===== config.mk =====
export PLATFORM = sky130hd
export DESIGN_NAME = icrp_ctrl
export DESIGN_NICKNAME = d
export VERILOG_FILES = /design/src/design/icrp_pkg.sv /design/src/design/icrp_ctrl.sv
export VERILOG_INCLUDE_DIRS = /design/src /design/src/design
export SDC_FILE = /design/constraint.sdc
export NUM_CORES = 1
export LEC_CHECK = 0
export ABC_AREA = 1
export BUFFER_PORTS_ARGS = -buffer_cell sky130_fd_sc_hd__buf_2
export CAP_MARGIN = 30
export CORE_MARGIN = 2
export CORE_UTILIZATION = 49
export CTS_CLUSTER_DIAMETER = 60
export CTS_CLUSTER_SIZE = 8
export DETAILED_ROUTE_END_ITERATION = 8
export GPL_TIMING_DRIVEN = 0
export HOLD_SLACK_MARGIN = 0.15
export MAX_ROUTING_LAYER = met4
export PLACE_DENSITY = 0.76
export SLEW_MARGIN = 10
export SYNTH_ARGS = -nofsm -noshare
export SYNTH_HDL_FRONTEND = slang
export SYNTH_SLANG_ARGS = --single-unit

===== constraint.sdc =====
create_clock -name clk -period 1.4 [get_ports clk]
set_input_delay 0.28 -clock clk [delete_from_list [all_inputs] [get_ports clk]]
set_output_delay 0.28 -clock clk [all_outputs]
set_load 0.02 [all_outputs]

===== src/design/indirect_coefficient_ram_port_core_assert.svh =====
// ----------------------------------------------------------------------------
// indirect_coefficient_ram_port_core_assert.svh
// assertion macros used by the coefficient ram port sequencer
// ----------------------------------------------------------------------------
`ifndef INDIRECT_COEFFICIENT_RAM_PORT_CORE_ASSERT_SVH
`define INDIRECT_COEFFICIENT_RAM_PORT_CORE_ASSERT_SVH

// same-cycle implication, off during reset
`define ICRP_ASSERT_NOW(label, clk, rst, ante, cons) \
  label: assert property (@(posedge clk) disable iff (rst) (ante) |-> (cons)) \
    else $error("icrp: same-cycle check failed");

// next-cycle implication, off during reset
`define ICRP_ASSERT_NEXT(label, clk, rst, ante, cons) \
  label: assert property (@(posedge clk) disable iff (rst) (ante) |=> (cons)) \
    else $error("icrp: next-cycle check failed");

`endif


===== src/design/icrp_pkg.sv =====
// ----------------------------------------------------------------------------
// icrp_pkg
// constants, register map and controller/datapath interface types
// ----------------------------------------------------------------------------
package icrp_pkg;

  // storage sizes; ram depth is a power of two
  localparam int RAM_DEPTH   = 1024;
  localparam int WORD_BITS   = 24;
  localparam int BLOCK_WORDS = 5;

  localparam int RAM_AW    = $clog2(RAM_DEPTH);
  localparam int ADDR_BITS = 10;
  localparam int SIDX_W    = (BLOCK_WORDS > 1) ? $clog2(BLOCK_WORDS) : 1;

  // register window
  localparam logic [7:0] WIN_ADDR_HI     = 8'h3B;
  localparam logic [7:0] WIN_ADDR_LO     = 8'h3C;
  localparam logic [7:0] WIN_STAGE_FIRST = 8'h3D;
  localparam logic [7:0] WIN_RAM_LAST    = 8'h3F;
  localparam logic [7:0] WIN_STAGE_LAST  = 8'h4B;
  localparam logic [7:0] WIN_CMD         = 8'h4C;

  localparam logic [7:0] CMD_WRITE_ONE = 8'h01;
  localparam logic [7:0] CMD_WRITE_ALL = 8'h02;
  localparam logic [7:0] ADDR_HI_MASK  = 8'h03;

  localparam logic FUNC_WRITE = 1'b1;

  // controller -> datapath
  typedef struct packed {
    logic              load;     // capture accepted word
    logic              exec;     // apply register writes
    logic              ram_re;
    logic              ram_we;
    logic              clear;    // ram clearing pass
    logic [SIDX_W-1:0] idx;      // store step
    logic [RAM_AW-1:0] clr_idx;
    logic              out_load;
  } ctrl_cmd_t;

  // datapath -> controller
  typedef struct packed {
    logic is_ram_rd;
    logic is_store;
    logic store_all;
    logic out_busy;
  } dp_sts_t;

endpackage


===== src/design/icrp_ctrl.sv =====
// ----------------------------------------------------------------------------
// icrp_ctrl
// sequencer: ram clear after reset, access decode, block store, result hand-off
// ----------------------------------------------------------------------------
`include "indirect_coefficient_ram_port_core_assert.svh"

module icrp_ctrl (
  input  logic                clk,
  input  logic                rst,
  input  logic                in_valid,
  output logic                in_ready,
  input  icrp_pkg::dp_sts_t   sts,
  output icrp_pkg::ctrl_cmd_t cmd
);

  typedef enum logic [2:0] {
    S_CLEAR,
    S_IDLE,
    S_EXEC,
    S_RD_WAIT,
    S_STORE,
    S_DONE
  } state_t;

  state_t                      state;
  logic [icrp_pkg::SIDX_W-1:0] cnt;
  logic [icrp_pkg::RAM_AW-1:0] clr_idx;
  logic [icrp_pkg::SIDX_W-1:0] last;

  assign last = sts.store_all ? icrp_pkg::SIDX_W'(icrp_pkg::BLOCK_WORDS - 1) : '0;

  assign in_ready = (state == S_IDLE);

  always_comb begin
    cmd          = '0;
    cmd.load     = (state == S_IDLE) && in_valid;
    cmd.exec     = (state == S_EXEC);
    cmd.ram_re   = (state == S_EXEC) && sts.is_ram_rd;
    cmd.ram_we   = (state == S_STORE) || (state == S_CLEAR);
    cmd.clear    = (state == S_CLEAR);
    cmd.idx      = cnt;
    cmd.clr_idx  = clr_idx;
    cmd.out_load = (state == S_DONE) && !sts.out_busy;
  end

  always_ff @(posedge clk) begin
    if (rst) begin
      state   <= S_CLEAR;
      cnt     <= '0;
      clr_idx <= '0;
    end else begin
      unique case (state)
        S_CLEAR: begin
          clr_idx <= clr_idx + 1'b1;
          if (clr_idx == icrp_pkg::RAM_AW'(icrp_pkg::RAM_DEPTH - 1)) begin
            state <= S_IDLE;
          end
        end
        S_IDLE: begin
          if (in_valid) begin
            state <= S_EXEC;
          end
        end
        S_EXEC: begin
          if (sts.is_ram_rd) begin
            state <= S_RD_WAIT;
          end else if (sts.is_store) begin
            state <= S_STORE;
          end else begin
            state <= S_DONE;
          end
        end
        S_RD_WAIT: begin
          state <= S_DONE;
        end
        S_STORE: begin
          if (cnt == last) begin
            cnt   <= '0;
            state <= S_DONE;
          end else begin
            cnt <= cnt + 1'b1;
          end
        end
        S_DONE: begin
          if (!sts.out_busy) begin
            state <= S_IDLE;
          end
        end
        default: begin
          state <= S_IDLE;
        end
      endcase
    end
  end

  `ICRP_ASSERT_NOW(a_no_rw_clash, clk, rst, cmd.ram_we, !cmd.ram_re)
  `ICRP_ASSERT_NOW(a_load_when_free, clk, rst, cmd.out_load, !sts.out_busy)
  `ICRP_ASSERT_NEXT(a_accept_to_exec, clk, rst, in_valid && in_ready, state == S_EXEC)
  `ICRP_ASSERT_NOW(a_store_bound, clk, rst, state == S_STORE,
                   cnt <= icrp_pkg::SIDX_W'(icrp_pkg::BLOCK_WORDS - 1))

endmodule


After elaboration in Yosys (flattened, before gate mapping)

Index checks and enable logic that the tools add are counted.

Word-level logic and storage cells: 32
Bits of input ports: 7
Output and inout port bits: 20
Register bits: 16

Reduce and logical (&&, ||, !) cells: 7
Add/subtract/negate cells: 2
Muxes and demuxes: 9
Equal/unequal tests: 11

Operators with widths:

| operator                | count |
|---|---|
| $mux W3                 | 7 |
| $pmux W3 S6             | 1 |
| $add A10 B1 Y10 const B | 1 |
| $eq A10 B10 Y1 const B  | 1 |
| $eq A3 B2 Y1 const B    | 2 |
| $eq A3 B3 Y1 const B    | 2 |
| $ne A2 B1 Y1 const B    | 2 |
| $ne A2 B2 Y1 const B    | 2 |
| $reduce_and A4 Y1       | 1 |
| $add A3 B1 Y3 const B   | 1 |
| $eq A3 B1 Y1 const B    | 1 |
| $eq A3 B3 Y1            | 1 |
| $logic_and A1 B1 Y1     | 3 |
| $logic_not A3 Y1        | 1 |
| $logic_not A1 Y1        | 1 |
| $logic_or A1 B1 Y1      | 1 |
| $mux W1                 | 1 |

Longest topological paths before layout

Depth in word-level cells: 4
Depth in mapped cells: 9

Worst setup path before layout

Ideal clock, no wire load.

Path type: flip-flop to flip-flop
Start: register clr_idx[1] (netlist bit)
End: register state[0]
Arrival time: 1.294 ns
Setup slack: -0.006 ns
Path buffers: 0
Cell stages (with the launch flop): 9
Period minus slack after synthesis: 1.406 ns
Cells stage by stage: dfxtp_1 > ha_1 > nand3_1 > inv_1 > nand3_1 > nand2_2 > nand3_2 > nor2_1 > nor2_1

Word-level cells in the longest chain between the ends: 3

RTL lines:

| what                               | line            | source |
|---|---|---|
| from (decl)                        | icrp_ctrl.sv:27 | `logic [icrp_pkg::RAM_AW-1:0] clr_idx;` |
| from (signal assigned)             | icrp_ctrl.sv:54 | `clr_idx <= clr_idx + 1'b1;` |
| $eq A10 B10 Y1                     | icrp_ctrl.sv:55 | `if (clr_idx == icrp_pkg::RAM_AW'(icrp_pkg::RAM_DEPTH - 1)) begin` |
| $ne A2 B1 Y1 (no source line)      | --              |  |
| $reduce_and A4 Y1 (no source line) | --              |  |
| to (signal assigned)               | icrp_ctrl.sv:56 | `state <= S_IDLE;` |
| to (signal assigned)               | icrp_ctrl.sv:61 | `state <= S_EXEC;` |
| to (signal assigned)               | icrp_ctrl.sv:66 | `state <= S_RD_WAIT;` |
| to (decl)                          | icrp_ctrl.sv:25 | `state_t state;` |

No other way between the ends.
A chain may end at the register's enable or synchronous reset.

==> out/qor.txt <==
Hold Path Class - input pin to register
Max Freq - 0.701 GHz
Placer Congestion - 0.808
Clk Latency, worst-skew pair - 0.29 ns
Final setup viols - 1
Hold Vio Cnt, Final - 0
Nets - 178
Max-Cap Viols - 0
Max-slew headroom - 0.724
min setup slack post-route - -0.0268 ns
port buffer count - 26
Routed Antenna Nets - 0
first-pass GRT wire length - 3080 um
simple-gate share of the synthesized area - 0.374
Worst setup EP type - primary output
crit path kind - register to primary output
reg2reg end - clr_idx[9]
Cell variety after synth - 26
area share of the largest cell type after synthesis - 0.353
adder-cell area share of the yosys netlist - 0.0414
all-layer global routing usage - 0.200
flop2flop setup slack - 0.07 ns
Worst Setup SP - state[1]
per-cell routed wire length - 10.6 um
initial antenna violation count - 0
syn nets - 142
htree depth - 1
Vias - 935
Root Driver - clkbuf_4
Sw Share - 0.442
TritonCTS clock tree - done
Die H - 47.0 um
first drt pass iteration count - 3
largest family of logic cells by synthesized area - simple AND/OR/NAND/NOR gates
Iter 0 DRT Violations - 13
combinational share of power - 0.515
status - finished, violations left
clock network power share - 0.158
Seq/Total Area, Yosys - 0.353
Req. time, crit path - 1.12 ns
clock sinks - 16
total of warnings raised by yosys - 0
Mapped Area - 907 sq um
P_int - 1.10 mW
CTS clk-pin slew, worst paths - 0.10 ns
worst r2r path cells - 9
Final Non-Filler Cells - 192
CP max FO - 3
multiplexer area fraction after synthesis - 0
unrepaired setup endpoints after global routing - yes
top post-synthesis cells by area - dfxtp_1, nor2_1, inv_1, nand2_1, nand3_1
Post-Synthesis Cells - 132
Sequential Power Share - 0.327
Worst VDD drop - 0.000839 V
Setup crit start kind - register
Worst Skew - 0.0108 ns
Area Overhead vs Synth - 33.8%
min cycle time layout - 1.43 ns
dpl hpwl - 1500 um
PD cells - 1630 mW/mm^2
worst r2r src - state[1]
Reg area - 332 sq um
clk buf depth - 2
Via-to-Cell Ratio - 4.87
Fill cells - 165
slew at the pin closest to its max-slew limit - 0.414 ns
Total Wirelength - 2040 um
Die X - 47.0 um
area of the multi-input gates - 518 sq um
XOR/XNOR Fraction of Synth Area - 0
row cnt - 15
share of cells above drive strength 1 - 0.383
largest net degree at the start of global routing - 11
Slew Viols, Final - 0
fin crit share - 1.02
violated checks - negative setup slack
total CTS buffers - 3
dpl cells - 183
FF+latch count, synth - 16
complex-gate fraction of the synthesized area - 0.120
Crit path arrival time - 1.15 ns
CP endpoint - cmd[16]
initial core utilization - 0.525
core area - 0.00173 sq mm
Die Area - 0.00221 sq mm
sw power - 871 uW
DRC Markers - 0
Avg Inst Size Synth - 6.87 sq um
Pleak - 0.582 nW
vias in the first global route - 800
# IOs - 27
GR Overflow Total - 0
ant diodes - 0
Post-Place Setup Slack - 0.0788 ns
cell accounting for the most synthesized area - dfxtp_1
## state kept, by name, summed over array words and instances, names as in the netlist
register / cells
state: 3
clr_idx: 10
cnt: 3
## cell usage after synthesis
| master | n |
|---|---|
| o21bai_1 | 1 |
| a31oi_1 | 1 |
| nor3b_2 | 1 |
| inv_1 | 22 |
| a21oi_1 | 5 |
| nand3_1 | 10 |
| nor2_1 | 24 |
| dfxtp_1 | 16 |
| nor3_1 | 2 |
| nand2_2 | 2 |
| o21ai_0 | 7 |
| nor2_4 | 3 |
| o21bai_2 | 1 |
| nor3b_1 | 1 |
| nand2_4 | 1 |
| o21ai_1 | 3 |
| clkbuf_1 | 1 |
| nand4_1 | 1 |
| clkinv_1 | 1 |
| ha_1 | 3 |
| nor2_2 | 1 |
| inv_2 | 3 |
| a41oi_1 | 1 |
| nand3_4 | 1 |
| nand3_2 | 1 |
| nand2_1 | 19 |
## cell usage in the layout, fill, tap and decap left out
cell type | synthesis | routed
buf_4 | 0 | 8
a21oi_1 | 5 | 5
o21ai_1 | 3 | 3
nand2_2 | 2 | 4
clkinv_1 | 1 | 1
o21bai_1 | 1 | 1
nor2_4 | 3 | 4
clkbuf_1 | 1 | 1
nor3_1 | 2 | 2
nor2_1 | 24 | 22
buf_2 | 0 | 21
nand3_2 | 1 | 3
inv_1 | 22 | 20
nand2_4 | 1 | 1
nand3_4 | 1 | 1
dfxtp_2 | 0 | 3
dfxtp_1 | 16 | 11
nor3b_2 | 1 | 2
o21ai_0 | 7 | 7
nand2_1 | 19 | 17
nand3_1 | 10 | 8
clkbuf_4 | 0 | 3
a41oi_1 | 1 | 1
ha_2 | 0 | 1
inv_4 | 0 | 3
inv_2 | 3 | 2
dfxtp_4 | 0 | 2
buf_6 | 0 | 2
nand4_1 | 1 | 1
a31oi_1 | 1 | 1
ha_1 | 3 | 2
nor2_2 | 1 | 2
clkbuf_8 | 0 | 1
o21bai_2 | 1 | 1
## power by group through the flow
stage	Sequential [mW]	Clock [mW]	Combinational [mW]
detailed placement	0.632	0	0.835
global placement	0.624	0	0.799
CTS	0.635	0.317	0.937
floorplan	0.680	0	0.562
global route	0.658	0.326	1.13
finish	0.645	0.312	1.02
## metrics by stage
stage	area, sq um	total power [mW]	hold WS (ns)	setup TNS, ns	utilization
after floorplan	910	1.24	0.350	0	-
after global placement	1070	1.42	0.467	0	0.620
after detailed placement	1070	1.47	0.488	0	0.620
after CTS	1150	1.89	0.231	-0.0484	0.669
after global routing	1210	2.12	0.243	-0.146	0.703
final	1210	1.97	0.225	-0.0268	0.703
## worst max-delay path, cell delays in order (launching register included)
cell     delay (ns)
dfxtp_4        0.39
inv_4          0.05
nor2_4         0.09
nand2_2        0.08
nor2_2         0.12
buf_6          0.12
## layout make-up
class / instances / share of cell area
Multi-Input combinational cell: 89 / 0.427
Sequential cell: 16 / 0.273
Timing Repair Buffer: 31 / 0.155
Inverter: 26 / 0.0866
Clock buffer: 4 / 0.0299
Tap cell: 25 / 0.0258
Buffer: 1 / 0.00309
## logic make-up after synthesis
family / count (synthesis)
DFF: 16
AOI/OAI and AO/OA: 19
buffers and inverters: 27
adders and majority gates: 3
and+or+nand+nor: 67
## per-layer routing
| metal | global-route usage | vias up | routed length, um |
|---|---|---|---|
| li1 | - | 485 | - |
| met1 | 0.225 | 428 | 872 |
| met2 | 0.353 | 18 | 1080 |
| met3 | 0.0231 | 4 | 65 |
| met4 | 0.0833 | 0 | 22 |
| met5 | - | - | 0 |
## timing repair
action | in CTS | in global routing
setup endpoints to repair | 6 | 9
pin swaps | 3 | 2
setup buffers | 2 | 3
gates resized for setup | 14 | 12
hold buffers | 0 | 0
## how the worst min path moves through the flow
stage | start | endpoint | cells past startpoint
after global routing | rst | clr_idx[2] | 2
after global placement | clr_idx[0] | clr_idx[0] | 2
after detailed placement | cnt[1] | cnt[1] | 2
final | rst | state[1] | 2
after floorplan | rst | state[1] | 1
after CTS | rst | state[1] | 2
Power figures use the tool's default switching activity.
